<file path="config.mk">
export PLATFORM = sky130hd
export DESIGN_NAME = sdm_queue
export DESIGN_NICKNAME = d
export VERILOG_FILES = /design/src/rtl/stereo_delay_mixer_defines.svh /design/src/rtl/sdm_queue.sv
export SDC_FILE = /design/constraint.sdc
export NUM_CORES = 1
export LEC_CHECK = 0
export ABC_AREA = 1
export ABC_CLOCK_PERIOD_IN_PS = 1650
export BUFFER_PORTS_ARGS = -buffer_cell sky130_fd_sc_hd__buf_2
export CORE_MARGIN = 1.5
export CORE_UTILIZATION = 56
export DETAILED_ROUTE_END_ITERATION = 8
export PLACE_DENSITY = 0.88
export REMOVE_ABC_BUFFERS = 1
export SKIP_LAST_GASP = 1
export SYNTH_ARGS = -nofsm -noshare
export SYNTH_HDL_FRONTEND = slang
export SYNTH_SLANG_ARGS = --single-unit
</file>
<file path="constraint.sdc">
create_clock -name clk -period 1.65 [get_ports clk]
set_input_delay 0.33 -clock clk [delete_from_list [all_inputs] [get_ports clk]]
set_output_delay 0.33 -clock clk [all_outputs]
set_load 0.01 [all_outputs]
</file>
<file path="src/rtl/stereo_delay_mixer_defines.svh">
// Assertion macros for the stereo delay mixer.
// Used by the top level. Expects clk and rst_n in scope where expanded.
`ifndef STEREO_DELAY_MIXER_DEFINES_SVH
`define STEREO_DELAY_MIXER_DEFINES_SVH

// antecedent and consequent in the same cycle
`define SDM_ASSERT_NOW(label, ante, cons, msg) \
    label: assert property (@(posedge clk) disable iff (!rst_n) (ante) |-> (cons)) \
        else $error(msg);

// consequent in the cycle after the antecedent
`define SDM_ASSERT_NEXT(label, ante, cons, msg) \
    label: assert property (@(posedge clk) disable iff (!rst_n) (ante) |=> (cons)) \
        else $error(msg);

`endif

</file>
<file path="src/rtl/sdm_queue.sv">
// Short FIFO between front and back ends.
// No package dependency.
`timescale 1ns / 1ps

module sdm_queue #(
    parameter int WIDTH = 8,
    parameter int DEPTH = 4
) (
    input  logic             clk,
    input  logic             rst_n,
    input  logic             push,
    input  logic [WIDTH-1:0] push_data,
    output logic             full,
    input  logic             pop,
    output logic             not_empty,
    output logic [WIDTH-1:0] head
);

    localparam int PTRW = (DEPTH > 1) ? $clog2(DEPTH) : 1;
    localparam int CW   = $clog2(DEPTH + 1);

    logic [WIDTH-1:0] slot_reg [DEPTH];
    logic [PTRW-1:0]  wr_ptr_reg;
    logic [PTRW-1:0]  rd_ptr_reg;
    logic [CW-1:0]    count_reg;
    logic [CW-1:0]    count_next;

    function automatic logic [PTRW-1:0] bump(input logic [PTRW-1:0] p);
        if (p == PTRW'(DEPTH - 1))
            return '0;
        return p + 1'b1;
    endfunction

    assign full      = (count_reg == CW'(DEPTH));
    assign not_empty = (count_reg != '0);
    assign head      = slot_reg[rd_ptr_reg];

    always_comb
    begin
        count_next = count_reg;
        if (push && !pop)
            count_next = count_reg + 1'b1;
        else if (pop && !push)
            count_next = count_reg - 1'b1;
    end

    always_ff @(posedge clk)
    begin
        if (push)
            slot_reg[wr_ptr_reg] <= push_data;
    end

    always_ff @(posedge clk or negedge rst_n)
    begin
        if (!rst_n)
        begin
            wr_ptr_reg <= '0;
            rd_ptr_reg <= '0;
            count_reg  <= '0;
        end
        else
        begin
            if (push)
                wr_ptr_reg <= bump(wr_ptr_reg);
            if (pop)
                rd_ptr_reg <= bump(rd_ptr_reg);
            count_reg <= count_next;
        end
    end

endmodule

</file>
Yosys cells after proc, flatten, opt, wreduce, memory -nomap -nowiden
Memory sizes are Yosys's and may differ from the RTL's.
Cells that the tools add are included.
Widths: inputs -> output; s select.
{"block": "classes", "eq_ne": 3, "reduce_logical": 6, "muxes": 12, "addsub": 4}
{"cell": "$mux 2", "count": 4}
{"cell": "$mux 1", "count": 6}
{"cell": "$mux 3", "count": 2}
{"cell": "$add 2x1->2 const B", "count": 2}
{"cell": "$eq 2x2->1 const B", "count": 2}
{"cell": "$add 3x1->3 const B", "count": 1}
{"cell": "$eq 3x3->1 const B", "count": 1}
{"cell": "$reduce_bool 3->1", "count": 1}
{"cell": "$sub 3x1->3 const B", "count": 1}
{"cell": "$logic_and 1x1->1", "count": 2}
{"cell": "$logic_not 1->1", "count": 2}
{"cell": "$reduce_bool 2->1", "count": 1}
{"block": "totals", "ram_bits": 32, "wordCells": 29, "mem_count": 1, "ff_bits": 7, "input_bits": 12}
{"memory": "slot_reg", "depth": 4, "width": 8, "rd": 1, "rd_clocked_by_memory_dff": 0, "write_ports": 1, "line_no": "sdm_queue.sv:22", "text": "logic [WIDTH-1:0] slot_reg [DEPTH];"}

Longest topological paths before layout
{"block": "logic_depth", "depth_word": 4, "ltp_mapped": 9, "depth_no_buf": 9}

Worst setup path before layout
Ideal clock, no wire load.
{"block": "synth_path", "kind": "input to register", "start": "input port pop", "end": "register count_reg[2]", "cell_stages": 8, "setup_ps": 117, "t_required_ps": 1533, "slack_ps": 361, "arrival_ps": 1172, "path_buffers": 0, "path_cell_list": "inv_1 > ha_1 > inv_1 > fa_1 > nand2_1 > nand3_1 > nand2_1 > nand2_1"}
{"block": "synth_between", "elab_chain_len": 3, "word_cells_on_any_way": 5, "cone_classes": "mux (1); reduce/logical (4)"}
{"item": "start, declared", "line_no": "sdm_queue.sv:14", "text": "input logic pop,"}
{"item": "$logic_not 1->1", "line_no": "sdm_queue.sv:41", "text": "if (push && !pop)"}
{"item": "$logic_and 1x1->1", "line_no": "sdm_queue.sv:41"}
{"item": "$mux 3 / $reduce_bool 2->1 (equally long branches)"}
{"item": "end signal, assigned", "line_no": "sdm_queue.sv:67", "text": "count_reg <= count_next;"}
{"item": "end, declared", "line_no": "sdm_queue.sv:25", "text": "logic [CW-1:0] count_reg;"}
Parallel ways exist; a longest one is shown, timed or not.
A chain may end at the register's enable or synchronous reset.

Final worst setup path
{"block": "layout_path", "start": "register rd_ptr_reg[0]", "end": "output port head[7]"}
{"block": "layout_between", "elab_chain_len": 1}
{"item": "start, declared", "line_no": "sdm_queue.sv:24", "text": "logic [PTRW-1:0] rd_ptr_reg;"}
{"item": "start signal, assigned", "line_no": "sdm_queue.sv:66", "text": "rd_ptr_reg <= bump(rd_ptr_reg);"}
{"item": "$mem_v2 4x8"}
{"item": "end, declared", "line_no": "sdm_queue.sv:16", "text": "output logic [WIDTH-1:0] head"}
Every way passes these cells.

==> flow_summary.json <==
{
  "status": "finished, violations left",
  "violations": "DRC, setup timing",
  "synthCells": 145,
  "dr.pass1.iters": 6,
  "r2r_slack_ns": 0.28,
  "wl_met3_um": 150,
  "regArea_um2": 1137,
  "cts_tree": "built",
  "place_ws_ns": 0.1269,
  "max_slew.worst_pin.slew_ns": 0.4022,
  "critPathArrivalTime_ns": 1.32,
  "hold_path_depth": 1,
  "ys_ff_latch": 39,
  "wl_met2_um": 1490,
  "clkTransAtPathRegs_ns": 0.11,
  "fin_total_pwr_mw": 3.010,
  "r2r-start": "wr_ptr_reg[1]",
  "clock.fmax_ghz": 0.6046,
  "hold_path.class": "primary input to flop",
  "ant_nets": 0,
  "worst_r2r_path_depth": 4,
  "nNetsFinal": 193,
  "timing.rr.end": "slot_reg[1][7]",
  "multi_input_area_um2": 419.2,
  "layout_min_cycle_time_ns": 1.654,
  "yosysTopAreaCell": "edfxtp_1",
  "syn_avg_cell_area_um2": 11.76,
  "largest_reg_flops": 32,
  "design_area_um2": 1917,
  "async_flop_share": 0.1795,
  "critPathCaptureType": "output pin",
  "slew_violations": 0,
  "ys_top_cells_by_area": "edfxtp_1 (56%), dfrtp_1 (10%), nand2_1 (8.6%)",
  "synth_warnings": 0,
  "place_congestion": 0.6924,
  "setup_ws_ns": -0.003852,
  "grt_overflow": 0,
  "netlist_area_um2": 1705,
  "relSlewSlack": 0.7316,
  "top_layer": "met4",
  "required_ns": 1.32,
  "ys.flop_type": "edfxtp_1",
  "synth_common_cells": "nand2_1 (39), edfxtp_1 (32), inv_1 (27)",
  "dieArea_um2": 3385,
  "port_buffers": 21,
  "min_from": "push_data[2]",
  "ctsRootBufferMaster": "clkbuf_4",
  "yosys.cell_types.count": 17,
  "n_fill_cell": 211,
  "track_usage": 0.1933,
  "die_w_um": 58.19,
  "grt_max_degree": 18,
  "cp_max_fo": 17,
  "grt_pass1_vias": 1048,
  "p_leak_nw": 0.8739,
  "drive_gt1_frac": 0.1943,
  "synth_edf_count": 32,
  "htreeDepth": 2,
  "finalWirelength_um": 2900,
  "grt_pass1_wl_um": 4664,
  "fin_util": 0.6776,
  "worst-setup-path-type": "flop to output pin",
  "final_hold_viol_count": 0,
  "rows": 19,
  "areaGrowthSynthToFinish_pct": 12.40,
  "drt_iter0_drc": 48,
  "cts_buffer_depth": 2,
  "drcViolationCount": 2,
  "wl_per_cell_um": 14.08,
  "cp-start-kind": "flop",
  "ys_seq_area_frac": 0.6662,
  "min_to": "slot_reg[1][2]",
  "finalClockSkew_ns": 0.01466,
  "core_area_um2": 2829,
  "place_inst": 196,
  "die_h_um": 58.19,
  "cts_made_buffers": 5,
  "finalCritPeriodShare": 1.002,
  "diodes": 0,
  "place_hpwl_um": 1984,
  "antenna_found_initial": 0,
  "clk_latency_ns": 0.34,
  "finalSetupViolCount": 3,
  "rsz0062_at_grt": "yes",
  "fin_tns_setup_ns": -0.008275,
  "irDropWorstVdd_uv": 833.4,
  "finalNonFillerCells": 206,
  "netlist.area_leader.share": 0.5635,
  "io_pins": 22,
  "placed_cell_area_um2": 1831,
  "initial_core_util": 0.6028,
  "viasPerCell": 5.345,
  "powerDensity_nw_per_um2": 1570,
  "via_count": 1101,
  "holdWs_ns": 0.1980,
  "max-cap-violations": 0,
  "numClockSinks": 39,
  "drt-met1-wl_um": 1225,
  "yosysMostFrequentCell": "nand2_1"
}
-- what timing repair did --
action / 4_1_cts / 5_1_grt
setup buffers: 1 / 0
gates resized for setup: 6 / 0
hold buffers: 1 / 0
hold endpoints to repair: 7 / 0
setup endpoints to repair: 8 / 8
cloned: 0 / 0
-- cell usage in the layout (no fill, tap or decap), drive strengths merged, types with 2 or more instances in the layout --
cell    netlist  routed
nand2        39      39
edfxtp       32      32
inv          29      29
buf           4      25
o211ai       16      16
dfrtp         7       7
clkbuf        0       7
ha            6       6
o21ai         4       4
nor2          2       2
-- metal layers --
| metal | vias to the layer above | GRT usage |
|---|---|---|
| met4 | 0 | 0.06645 |
| li1 | 544 | - |
| met2 | 33 | 0.3312 |
| met3 | 4 | 0.06920 |
| met1 | 520 | 0.2255 |
| met5 | - | 0 |
-- where the power goes --
group / leakage, nW / total, mW / switching, mW / internal [mW]
sequential: 0.377 / 1.44 / 0.135 / 1.31
clock: 0.0293 / 0.458 / 0.292 / 0.166
combinational: 0.468 / 1.11 / 0.659 / 0.448
-- worst max-delay path, cell delays in order, from the launching register on --
cell	delay [ns]
dfrtp_1	0.40
inv_2	0.09
buf_8	0.15
nand2_1	0.06
o211ai_1	0.08
nand2_1	0.06
buf_2	0.14
-- worst max path at each step --
stage                       start           end
global placement             push  count_reg[2]
finish              rd_ptr_reg[0]       head[7]
global route        rd_ptr_reg[0]       head[7]
detailed placement           push  count_reg[2]
CTS                 rd_ptr_reg[0]       head[7]
floorplan                     pop  count_reg[2]
-- logic make-up (layout without fill, tap and decap cells) --
| logic type | count (synthesis) | count (layout) | synth area share |
|---|---|---|---|
| AND/OR/NAND/NOR | 44 | 44 | 0.09978 |
| flip-flops | 39 | 39 | 0.6662 |
| buffers and inverters | 33 | 63 | 0.08804 |
| AO/OA/AOI/OAI | 21 | 21 | 0.08511 |
| adder cells (fa/ha/maj) | 7 | 7 | 0.05576 |
| XOR/XNOR | 1 | 1 | 0.005137 |
-- final cells by class --
type | count | share of cell area
clock buffers | 7 | 0.02350
flip-flops and latches | 39 | 0.5933
repair buffers | 26 | 0.08355
inverters | 29 | 0.05809
clock inverters | 1 | 0.002611
multi-input cells | 73 | 0.2187
well taps | 31 | 0.02023
No activity file was read; power rests on OpenSTA's default activity.
