## src/rtl/stereo_delay_mixer_defines.svh

```systemverilog
// Assertion macros for the stereo delay mixer.
// Used by the top level. Expects clk and rst_n in scope where expanded.
`ifndef STEREO_DELAY_MIXER_DEFINES_SVH
`define STEREO_DELAY_MIXER_DEFINES_SVH

// antecedent and consequent in the same cycle
`define SDM_ASSERT_NOW(label, ante, cons, msg) \
    label: assert property (@(posedge clk) disable iff (!rst_n) (ante) |-> (cons)) \
        else $error(msg);

// consequent in the cycle after the antecedent
`define SDM_ASSERT_NEXT(label, ante, cons, msg) \
    label: assert property (@(posedge clk) disable iff (!rst_n) (ante) |=> (cons)) \
        else $error(msg);

`endif

```

## src/rtl/sdm_pkg.sv

```systemverilog
// Shared types and constants of the stereo delay mixer.
// No dependencies; used by every other file but sdm_queue and the defines header.
`timescale 1ns / 1ps

package sdm_pkg;

    localparam int SAMPLE_W   = 16;
    localparam int LEVEL_W    = 10;
    localparam int DELAY_W    = 9;
    localparam int VOLUME_W   = 9;
    localparam int GAIN_W     = 11;
    localparam int CFG_IDX_W  = 3;
    localparam int CFG_DATA_W = 10;

    // register indexes
    localparam logic [CFG_IDX_W-1:0] REG_DRY_LEVEL    = 3'd0;
    localparam logic [CFG_IDX_W-1:0] REG_WET_LEVEL    = 3'd1;
    localparam logic [CFG_IDX_W-1:0] REG_LEFT_DELAY   = 3'd2;
    localparam logic [CFG_IDX_W-1:0] REG_RIGHT_DELAY  = 3'd3;
    localparam logic [CFG_IDX_W-1:0] REG_LEFT_VOLUME  = 3'd4;
    localparam logic [CFG_IDX_W-1:0] REG_RIGHT_VOLUME = 3'd5;
    localparam logic [CFG_IDX_W-1:0] REG_MONO_MODE    = 3'd6;
    localparam logic [CFG_IDX_W-1:0] REG_INVERT_WET   = 3'd7;

    // reset values
    localparam logic [LEVEL_W-1:0]  RST_DRY_LEVEL    = 10'd256;
    localparam logic [LEVEL_W-1:0]  RST_WET_LEVEL    = 10'd256;
    localparam logic [DELAY_W-1:0]  RST_LEFT_DELAY   = 9'd128;
    localparam logic [DELAY_W-1:0]  RST_RIGHT_DELAY  = 9'd160;
    localparam logic [VOLUME_W-1:0] RST_LEFT_VOLUME  = 9'd256;
    localparam logic [VOLUME_W-1:0] RST_RIGHT_VOLUME = 9'd256;

    typedef struct packed {
        logic [LEVEL_W-1:0]  dry_level;
        logic [LEVEL_W-1:0]  wet_level;
        logic [DELAY_W-1:0]  left_delay;
        logic [DELAY_W-1:0]  right_delay;
        logic [VOLUME_W-1:0] left_volume;
        logic [VOLUME_W-1:0] right_volume;
        logic                mono_mode;
        logic                invert_wet;
    } cfg_t;

    typedef struct packed {
        logic clearing;     // store clearing pass after reset
    } status_t;

    // width of one queue entry for a given store address width
    function automatic int entry_w(input int aw);
        return 2 * SAMPLE_W + 3 * aw + 2 + 2 * GAIN_W + 1;
    endfunction

endpackage

```

## src/rtl/sdm_in_if.sv

```systemverilog
// Input stream channel: one stereo frame per beat.
// Depends on sdm_pkg for the sample width.
`timescale 1ns / 1ps

interface sdm_in_if;
    logic                                valid;
    logic                                ready;
    logic signed [sdm_pkg::SAMPLE_W-1:0] left_sample;
    logic signed [sdm_pkg::SAMPLE_W-1:0] right_sample;

    modport source (output valid, output left_sample, output right_sample, input ready);
    modport sink   (input valid, input left_sample, input right_sample, output ready);
endinterface

```

## src/rtl/sdm_front.sv

```systemverilog
// Front end: accepts frames, tracks the write position, works out tap
// addresses and wet gains. Depends on sdm_pkg and sdm_in_if.
`timescale 1ns / 1ps

module sdm_front #(
    parameter int STORE_DEPTH = 750
) (
    input  logic                  clk,
    input  logic                  rst_n,
    sdm_in_if.sink                samples,
    input  sdm_pkg::cfg_t         cfg,
    input  sdm_pkg::status_t      st,
    input  logic                  q_full,
    output logic                  push,
    output logic [sdm_pkg::entry_w($clog2(STORE_DEPTH))-1:0] push_data
);

    localparam int AW = $clog2(STORE_DEPTH);
    localparam int PW = $clog2(STORE_DEPTH + 1) + sdm_pkg::DELAY_W;
    localparam int DW = PW - 8;
    localparam int GPW = sdm_pkg::LEVEL_W + sdm_pkg::VOLUME_W;

    typedef struct packed {
        logic signed [sdm_pkg::SAMPLE_W-1:0] left_sample;
        logic signed [sdm_pkg::SAMPLE_W-1:0] right_sample;
        logic [AW-1:0]                       wr_addr;
        logic [AW-1:0]                       rd_left;
        logic [AW-1:0]                       rd_right;
        logic                                tap_zero_l;
        logic                                tap_zero_r;
        logic [sdm_pkg::GAIN_W-1:0]          gain_l;
        logic [sdm_pkg::GAIN_W-1:0]          gain_r;
        logic                                mono;
    } entry_t;

    logic [AW-1:0] wi_reg;
    logic [AW-1:0] wi_next;
    logic [AW-1:0] dist_l;
    logic [AW-1:0] dist_r;
    logic          accept;
    entry_t        entry;

    // (depth * setting) >> 8, clamped to depth-1
    function automatic logic [AW-1:0] tap_dist(input logic [sdm_pkg::DELAY_W-1:0] s);
        logic [PW-1:0] prod;
        logic [DW-1:0] full;
        prod = PW'(STORE_DEPTH) * PW'(s);
        full = prod[PW-1:8];
        if (full >= DW'(STORE_DEPTH))
            return AW'(STORE_DEPTH - 1);
        return full[AW-1:0];
    endfunction

    function automatic logic [AW-1:0] rd_addr(input logic [AW-1:0] wi, input logic [AW-1:0] d);
        logic [AW:0] wrapped;
        wrapped = {1'b0, wi} + (AW+1)'(STORE_DEPTH) - {1'b0, d};
        if (wi >= d)
            return wi - d;
        return wrapped[AW-1:0];
    endfunction

    function automatic logic [sdm_pkg::GAIN_W-1:0] wet_gain(
        input logic [sdm_pkg::LEVEL_W-1:0]  wet,
        input logic [sdm_pkg::VOLUME_W-1:0] vol
    );
        logic [GPW-1:0] prod;
        prod = GPW'(wet) * GPW'(vol);
        return prod[GPW-1:8];
    endfunction

    assign samples.ready = !q_full && !st.clearing;
    assign accept        = samples.valid && samples.ready;

    assign dist_l = tap_dist(cfg.left_delay);
    assign dist_r = tap_dist(cfg.right_delay);

    always_comb
    begin
        entry.left_sample  = samples.left_sample;
        entry.right_sample = samples.right_sample;
        entry.wr_addr      = wi_reg;
        entry.rd_left      = rd_addr(wi_reg, dist_l);
        entry.rd_right     = rd_addr(wi_reg, dist_r);
        entry.tap_zero_l   = (dist_l == '0);
        entry.tap_zero_r   = (dist_r == '0);
        entry.gain_l       = wet_gain(cfg.wet_level, cfg.left_volume);
        entry.gain_r       = wet_gain(cfg.wet_level, cfg.right_volume);
        entry.mono         = cfg.mono_mode;
    end

    assign push      = accept;
    assign push_data = entry;

    always_comb
    begin
        wi_next = wi_reg;
        if (accept)
        begin
            if (wi_reg == AW'(STORE_DEPTH - 1))
                wi_next = '0;
            else
                wi_next = wi_reg + 1'b1;
        end
    end

    always_ff @(posedge clk or negedge rst_n)
    begin
        if (!rst_n)
            wi_reg <= '0;
        else
            wi_reg <= wi_next;
    end

endmodule

```

## src/flat_wrapper.sv

```systemverilog
// flat-port wrapper written by rule: the top's interface ports become plain ports
module sdm_front_flat 
#(
    parameter int STORE_DEPTH = 750
)
  (clk, rst_n, cfg, st, q_full, push, push_data, samples_valid, samples_left_sample, samples_right_sample, samples_ready);
  sdm_in_if samples_i ();
  input  logic clk;
  input  logic rst_n;
  input  sdm_pkg::cfg_t cfg;
  input  sdm_pkg::status_t st;
  input  logic q_full;
  output logic push;
  output logic [sdm_pkg::entry_w($clog2(STORE_DEPTH))-1:0] push_data;
  input wire logic [$bits(samples_i.valid)-1:0] samples_valid;
  input wire logic [$bits(samples_i.left_sample)-1:0] samples_left_sample;
  input wire logic [$bits(samples_i.right_sample)-1:0] samples_right_sample;
  output wire logic [$bits(samples_i.ready)-1:0] samples_ready;
  assign samples_i.valid = samples_valid;
  assign samples_i.left_sample = samples_left_sample;
  assign samples_i.right_sample = samples_right_sample;
  assign samples_ready = samples_i.ready;
  sdm_front #(.STORE_DEPTH(STORE_DEPTH)) u_core (.clk(clk), .rst_n(rst_n), .samples(samples_i), .cfg(cfg), .st(st), .q_full(q_full), .push(push), .push_data(push_data));
endmodule
```

## config.mk

```make
export PLATFORM = sky130hd
export DESIGN_NAME = sdm_front_flat
export DESIGN_NICKNAME = d
export VERILOG_FILES = /design/src/rtl/stereo_delay_mixer_defines.svh /design/src/rtl/sdm_pkg.sv /design/src/rtl/sdm_in_if.sv /design/src/rtl/sdm_front.sv /design/src/flat_wrapper.sv
export SDC_FILE = /design/constraint.sdc
export NUM_CORES = 1
export LEC_CHECK = 0
export BUFFER_PORTS_ARGS = -buffer_cell sky130_fd_sc_hd__buf_2
export CAP_MARGIN = 10
export CORE_AREA = 5 5 182 184
export DETAILED_ROUTE_END_ITERATION = 10
export DIE_AREA = 0 0 187 189
export GPL_TIMING_DRIVEN = 0
export MAX_ROUTING_LAYER = met4
export PLACE_DENSITY = 0.68
export SYNTH_ARGS = -nofsm -noshare
export SYNTH_HDL_FRONTEND = slang
export SYNTH_SLANG_ARGS = --single-unit
```

## constraint.sdc

```tcl
create_clock -name clk -period 10.4 [get_ports clk]
set_clock_uncertainty 0.2 [all_clocks]
set_input_delay 0.52 -clock clk [delete_from_list [all_inputs] [get_ports clk]]
set_output_delay 0.52 -clock clk [all_outputs]
set_load 0.03 [all_outputs]
```

# Word level (Yosys, flattened, before mapping)
# Index checks and enable logic that the tools add are counted.
[totals] wordCells=35 input_bits=95 out_inout_bits=89 register_bits=10
[classes] n_lt_le_gt_ge=4 reduce_logical=6 multipliers=4 eq_ne=1 addsub=6 muxes=13
[ops] cell="10-bit two-way mux" n=9
[ops] cell="10-bit subtractor" n=4
[ops] cell="10-bit by 9-bit multiplier with 19-bit output" n=2
[ops] cell="9-bit by 9-bit multiplier with 18-bit output (first input constant)" n=2
[ops] cell="11-bit by 10-bit greater-or-equal comparator with 1-bit output (second input constant)" n=2
[ops] cell="10-bit greater-or-equal comparator" n=2
[ops] cell="10-bit logical NOT" n=2
[ops] cell="10-bit by 1-bit adder with 10-bit output (second input constant)" n=1
[ops] cell="10-bit adder (second input constant)" n=1
[ops] cell="10-bit equality test (second input constant)" n=1
[ops] cell="1-bit two-way mux" n=4
[ops] cell="1-bit logical AND" n=2
[ops] cell="1-bit logical NOT" n=2

# Depth between registers and ports, before layout
# Gate-level depths: netlist (run 1).
[depth] depth_word=7 ltp_mapped=31 mapped_depth_nobuf=29

# Worst setup path after synthesis (run 1)
# OpenSTA, ideal clock, no wires.
[synth_timing] path_type="in2out" from="input cfg[26] in the netlist's numbering" to="output push_data[34] in the netlist's numbering" arrival_ns=7.604 cell_stages=30 required_ns=9.680 setup_slack_ns=2.076 path_buffers=2 cell_sequence="inv_1 -> fa_1 -> fa_1 -> inv_1 -> fa_1 -> inv_1 -> fa_1 -> inv_1 -> ha_1 -> or2_2 -> clkbuf_1 -> a21oi_1 -> nor4_1 -> o2111ai_2 -> a31oi_4 -> buf_6 -> nor2_1 -> inv_1 -> ha_1 -> a21oi_1 -> inv_1 -> nor3_1 -> a211oi_1 -> a2111oi_0 -> nor3_1 -> maj3_1 -> maj3_2 -> nor4_1 -> nor4_1 -> a21oi_1"
[synth_between] elab_chain_cells=7 elab_cells_between_ends=10 cone_classes="add/sub (2); mul (1); order compare (2); mux (5)"
[synth_rtl] element="start: declaration" line_no="flat_wrapper.sv:10" text="input sdm_pkg::cfg_t cfg;"
[synth_rtl] element="9-bit by 9-bit multiplier with 18-bit output *" line_no="sdm_front.sv:47" text="prod = PW'(STORE_DEPTH) * PW'(s);"
[synth_rtl] element="11-bit by 10-bit greater-or-equal comparator with 1-bit output" line_no="sdm_front.sv:49" text="if (full >= DW'(STORE_DEPTH))"
[synth_rtl] element="1-bit two-way mux" line_no="sdm_front.sv:49"
[synth_rtl] element="10-bit two-way mux *" line_no="sdm_front.sv:51" text="return full[AW-1:0];"
[synth_rtl] element="10-bit subtractor or 10-bit greater-or-equal comparator (tied branches)" line_no="sdm_front.sv:58, sdm_front.sv:57"
[synth_rtl] element="10-bit two-way mux or 1-bit two-way mux (tied branches)" line_no="sdm_front.sv:57" text="if (wi >= d)"
[synth_rtl] element="10-bit two-way mux *" line_no="sdm_front.sv:59" text="return wrapped[AW-1:0];"
[synth_rtl] element="end: declaration" line_no="flat_wrapper.sv:14" text="output logic [sdm_pkg::entry_w($clog2(STORE_DEPTH))-1:0] push_data;"
# Every way passes the cells marked *; elsewhere a longest branch is shown, timed or not. The select of a mux whose other input is x is not followed.

# Worst setup path after layout (run 1)
# Same ends and word-level chain as after synthesis.

==> results.json, run 1 <==
{
  "track_usage": 0.169,
  "slew_violations": 0,
  "placedCellCount": 2019,
  "grt_max_degree": 11,
  "cts_tree": "built",
  "fillCellCount": 3131,
  "yosys-top-cells-count": "inv_1, fa_1, ha_1",
  "setup-violations-final": 0,
  "critPathLaunchType": "input pin",
  "synth_mux_area_frac": 0.0127,
  "hp-start": "u_core.wi_reg[1]",
  "cp-end-kind": "output port",
  "root_buffer": "clkbuf_16",
  "synth_cell_types": 94,
  "port-buffer-count": 119,
  "cts_max_level": 1,
  "grt.overflow.total": 0,
  "synth_edf_count": 0,
  "synth_top_family_by_area": "adder cells",
  "rrSetupSlack_ns": 7.07,
  "hold_viol_final": 0,
  "slew_headroom": 0.208,
  "fmaxAchievable_ghz": 0.104,
  "synthSimpleGateAreaFrac": 0.177,
  "worstRegToRegCells": 8,
  "stdcell_count": 2023,
  "holdCritPathClass": "reg2reg",
  "critical_path.startpoint": "cfg[26]",
  "holdBufCountCts": 1,
  "async_flop_share": 1.00,
  "clkTransAtPathRegs_ns": 0.04,
  "ys_seq_area_frac": 0.0202,
  "syn_area_um2": 12400,
  "gp_congestion": 0.920,
  "vias": 10400,
  "synth_nets": 1941,
  "fin_setup_tns_ns": 0,
  "nNetsFinal": 2066,
  "drc": 0,
  "fp.dieW_um": 187,
  "numCtsBuffers": 3,
  "antenna_found_initial": 0,
  "postCtsSetupBuffers": 0,
  "clock_path_buffers": 2,
  "synth_top_area_share": 0.283,
  "ys.flop_type": "dfrtp_1",
  "core.rowCount": 65,
  "drt_iter0_drc": 557,
  "fin_crit_sh": 0.920,
  "cpMostUsedCell": "inv_1",
  "core_area_um2": 31200,
  "critPathKind": "in2out",
  "finalCriticalPeriod_ns": 9.57,
  "crit_fanout": 10,
  "min_path_cells": 2,
  "seq_area_um2": 250,
  "avgRoutedWirePerCell_um": 14.3,
  "finalWirelength_mm": 29.0,
  "grt_pass1_vias": 10800,
  "start_util": 0.396,
  "dp_hpwl_mm": 25.2,
  "yosysWarnings": 0,
  "slowest_stage": "a211oi_1",
  "synthToLayoutAreaGrowth_pct": 9.56,
  "ctsResizeCount": 0,
  "boundaryPins": 184,
  "die_y_um": 189,
  "drv_cap": 0,
  "status": "complete, no violations",
  "slowest_delay_ns": 0.73,
  "antenna_left": 0,
  "ys_seq_elements": 10,
  "drive_gt1_frac": 0.136,
  "clk_latency_ns": 0.23,
  "rsz0062_at_grt": "false",
  "grt_pass1_wl_mm": 50.4,
  "synth_area_leaders": "fa_1, ha_1, inv_1",
  "yosysTopAreaCell": "fa_1",
  "dieArea_um2": 35300,
  "synth_xor_area_frac": 0.0692,
  "syn_inst": 1498,
  "yosysMostFrequentCell": "inv_1",
  "cts_sinks": 10,
  "critPathRequiredTime_ns": 9.68,
  "largest_reg_flops": 10,
  "syn_area_per_cell_um2": 8.26,
  "avgViaCountPerCell": 5.15,
  "synthAdderAreaFrac": 0.466,
  "r2r_start": "u_core.wi_reg[2]",
  "cp.arrival_ns": 8.85,
  "n_antenna_cell": 0,
  "multiInputGateArea_um2": 10500,
  "drt_pre_antenna_iters": 5,
  "r2r-end": "u_core.wi_reg[4]",
  "worstMarginPinSlew_ns": 1.18,
  "synth_compound_area_frac": 0.124,
  "hold-path-endpoint": "u_core.wi_reg[1]"
}
==> how the worst max path moves through the flow <==
stage,to,cells past startpoint,slack (ns)
after detailed placement,push_data[34],32,0.93
final,push_data[34],32,0.83
after CTS,push_data[34],32,0.92
after floorplan,push_data[34],30,2.08
after global placement,push_data[34],32,0.92
after global routing,push_data[34],32,0.44
==> per-layer routing <==
metal	part of all wire	track usage	vias to the layer above
li1	-	-	5091
met1	0.45	0.215	5038
met2	0.50	0.305	256
met3	0.041	0.0120	24
met4	0.012	0.0219	0
met5	0	-	-
==> critical path, delay by kind of cell <==
kind | cells | cell delay (ns)
AO/OA/AOI/OAI | 6 | 2.03
adder cells (fa/ha/maj) | 8 | 3.57
buffers and inverters | 11 | 1.44
AND/OR/NAND/NOR | 7 | 1.29
==> cell families after synthesis <==
family / after synthesis
simple gates: 430
buf+inv: 384
fa+ha+maj: 358
compound gates: 204
xor+xnor: 97
mux: 15
flops: 10
==> layout make-up <==
cell class / count / area share
Timing Repair Buffer: 120 / 0.0446
Clock buffer: 3 / 0.00553
Buffer: 94 / 0.0390
Inverter: 290 / 0.0803
Tap cell: 402 / 0.0371
Multi-Input combinational cell: 1104 / 0.775
Sequential cell: 10 / 0.0184
==> through the flow <==
step | area (um^2) | setup slack (ns) | util | hold slack (ns)
finish | 13600 | 0.827 | 0.434 | 0.484
global route | 13600 | 0.443 | 0.434 | 0.514
CTS | 13600 | 0.920 | 0.434 | 0.488
detailed placement | 13500 | 0.933 | 0.432 | 0.192
global placement | 13500 | 0.919 | 0.432 | 0.185
floorplan | 12400 | 2.08 | - | 0.0244
==> cell usage in the layout, fill, tap and decap left out, drive strengths merged, types with 6 or more instances in the layout <==
| cell type | n |
|---|---|
| inv | 289 |
| fa | 175 |
| ha | 173 |
| nand2 | 169 |
| buf | 169 |
| xnor2 | 62 |
| and2 | 62 |
| nor2 | 56 |
| a21oi | 55 |
| clkbuf | 47 |
| o21ai | 36 |
| xor2 | 35 |
| nor3 | 31 |
| nand3 | 22 |
| and3 | 13 |
| nand4 | 13 |
| mux2i | 12 |
| nor2b | 11 |
| a211oi | 10 |
| nor4 | 10 |
| a21o | 10 |
| dfrtp | 10 |
| a31oi | 10 |
| maj3 | 10 |
| o21a | 8 |
| and4 | 8 |
| o31ai | 8 |
| or3 | 7 |
| o21bai | 6 |
| o211ai | 6 |
| nand2b | 6 |
Power of run 1 is not shown: default switching activity piles up to over one toggle a cycle in this logic, so the estimate is an artifact.
==> run 2: changes to the inputs <==
- CELL_PAD_IN_SITES_DETAIL_PLACEMENT: unset -> 2
- CELL_PAD_IN_SITES_GLOBAL_PLACEMENT: unset -> 2
- CORE_AREA: 5 5 182 184 -> 5 5 192 194
- DIE_AREA: 0 0 187 189 -> 0 0 197 199
- PLACE_DENSITY: 0.68 -> 0.92
- SKIP_LAST_GASP: unset -> 1
==> run 2 against run 1 <==
Net effect:
- worst hold slack gained 0.010 ns
- sequential share of layout area is essentially flat
- cell count grew 3.0%
- count of clock-buffer cells in the layout is the same
- cell area grew 0.67%
==> results.json, run 2 (synthesized netlist as in run 1, its figures left out) <==
{
  "status": "complete, no violations",
  "port-buffer-count": 119,
  "drive_gt1_frac": 0.137,
  "core.rowCount": 69,
  "avgRoutedWirePerCell_um": 22.8,
  "core_area_um2": 35100,
  "start_util": 0.353,
  "vias": 11400,
  "avgViaCountPerCell": 5.47,
  "worstRegToRegCells": 9,
  "synthToLayoutAreaGrowth_pct": 10.3,
  "track_usage": 0.248,
  "antenna_found_initial": 0,
  "rrSetupSlack_ns": 7.25,
  "slew_headroom": 0.444,
  "dieArea_um2": 39200,
  "holdCritPathClass": "in2async",
  "critPathRequiredTime_ns": 9.68,
  "setup-violations-final": 0,
  "stdcell_count": 2083,
  "grt_max_degree": 11,
  "die_y_um": 199,
  "crit_fanout": 10,
  "gr-max-usage-layer": "met2",
  "grt.overflow.total": 0,
  "postCtsSetupBuffers": 0,
  "clk_latency_ns": 0.24,
  "n_antenna_cell": 0,
  "met1_usage": 0.256,
  "placedCellCount": 2078,
  "slowest_delay_ns": 0.58,
  "gp_congestion": 0.850,
  "antenna_left": 0,
  "cpMostUsedCell": "inv_1",
  "r2r-end": "u_core.wi_reg[6]",
  "worstMarginPinSlew_ns": 0.829,
  "clkTransAtPathRegs_ns": 0.04,
  "drt_iter0_drc": 424,
  "fp.dieW_um": 197,
  "cp-end-kind": "output port",
  "met2_usage": 0.483,
  "drt_pre_antenna_iters": 4,
  "boundaryPins": 184,
  "worst-path-buf-inv": 10,
  "cts_tree": "built",
  "grt_pass1_vias": 13700,
  "cts_sinks": 10,
  "fin_setup_tns_ns": 0,
  "dp_hpwl_mm": 41.7,
  "fin_crit_sh": 0.943,
  "use_met3": 0.0147,
  "drv_cap": 0,
  "cp.arrival_ns": 9.08,
  "path_delay_family": "adder cells",
  "finalWirelength_mm": 47.6,
  "r2r_start": "u_core.wi_reg[2]",
  "cts_max_level": 1,
  "critPathLaunchType": "input pin",
  "mostFrequentLayoutCells": "inv_1, fa_1, ha_1, nand2_1, buf_2",
  "finalCriticalPeriod_ns": 9.80,
  "numCtsBuffers": 3,
  "slowest_stage": "fa_1",
  "slew_violations": 0,
  "root_buffer": "clkbuf_16",
  "clock_path_buffers": 2,
  "grt_pass1_wl_mm": 75.1,
  "critPathKind": "in2out",
  "nNetsFinal": 2067,
  "drc": 0,
  "final_common_cell": "inv_1",
  "largest_reg_flops": 10,
  "fmaxAchievable_ghz": 0.102,
  "hold_viol_final": 0
}
==> run 2: worst max-delay path by stage <==
| stage | start | end | slack [ns] | cells past startpoint |
|---|---|---|---|---|
| after CTS | cfg[26] | push_data[34] | 0.28 | 32 |
| after global routing | cfg[26] | push_data[34] | -0.03 | 32 |
| after detailed placement | cfg[26] | push_data[34] | 0.49 | 32 |
| final | cfg[26] | push_data[34] | 0.60 | 32 |
| after global placement | cfg[26] | push_data[34] | 0.88 | 32 |
| after floorplan | cfg[26] | push_data[34] | 2.08 | 30 |
==> run 2: through the flow <==
stage / util / instance area (um^2) / setup slack [ns] / hold WS (ns)
2_1_floorplan: - / 12400 / 2.08 / 0.0244
3_3_place_gp: 0.387 / 13600 / 0.885 / 0.194
3_5_place_dp: 0.387 / 13600 / 0.491 / 0.201
4_1_cts: 0.389 / 13600 / 0.282 / 0.500
5_1_grt: 0.390 / 13700 / -0.0327 / 0.530
6_report: 0.390 / 13700 / 0.596 / 0.494
==> run 2: layout make-up <==
cell class                 instances  area (um^2)
tap                              461          577
sequential                        10          250
multi-input combinational       1104        10500
inverter                         290         1090
fill                            4035        21400
timing repair buffer             121          613
clock buffer                       3         75.1
buffer                            94          529
==> run 2: routing by layer <==
| layer | wire length, um | share of wire |
|---|---|---|
| met5 | 0 | 0 |
| met4 | 2520 | 0.053 |
| met3 | 1130 | 0.024 |
| met2 | 26700 | 0.56 |
| met1 | 17200 | 0.36 |
==> run 2: timing repair <==
| item | in CTS | in global routing |
|---|---|---|
| endpoints found under the setup margin | 0 | 1 |
| endpoints found under the hold margin | 10 | 0 |
| hold buffers | 1 | 0 |
| resized for setup | 0 | 3 |
Power of run 2 is left out for the same reason.
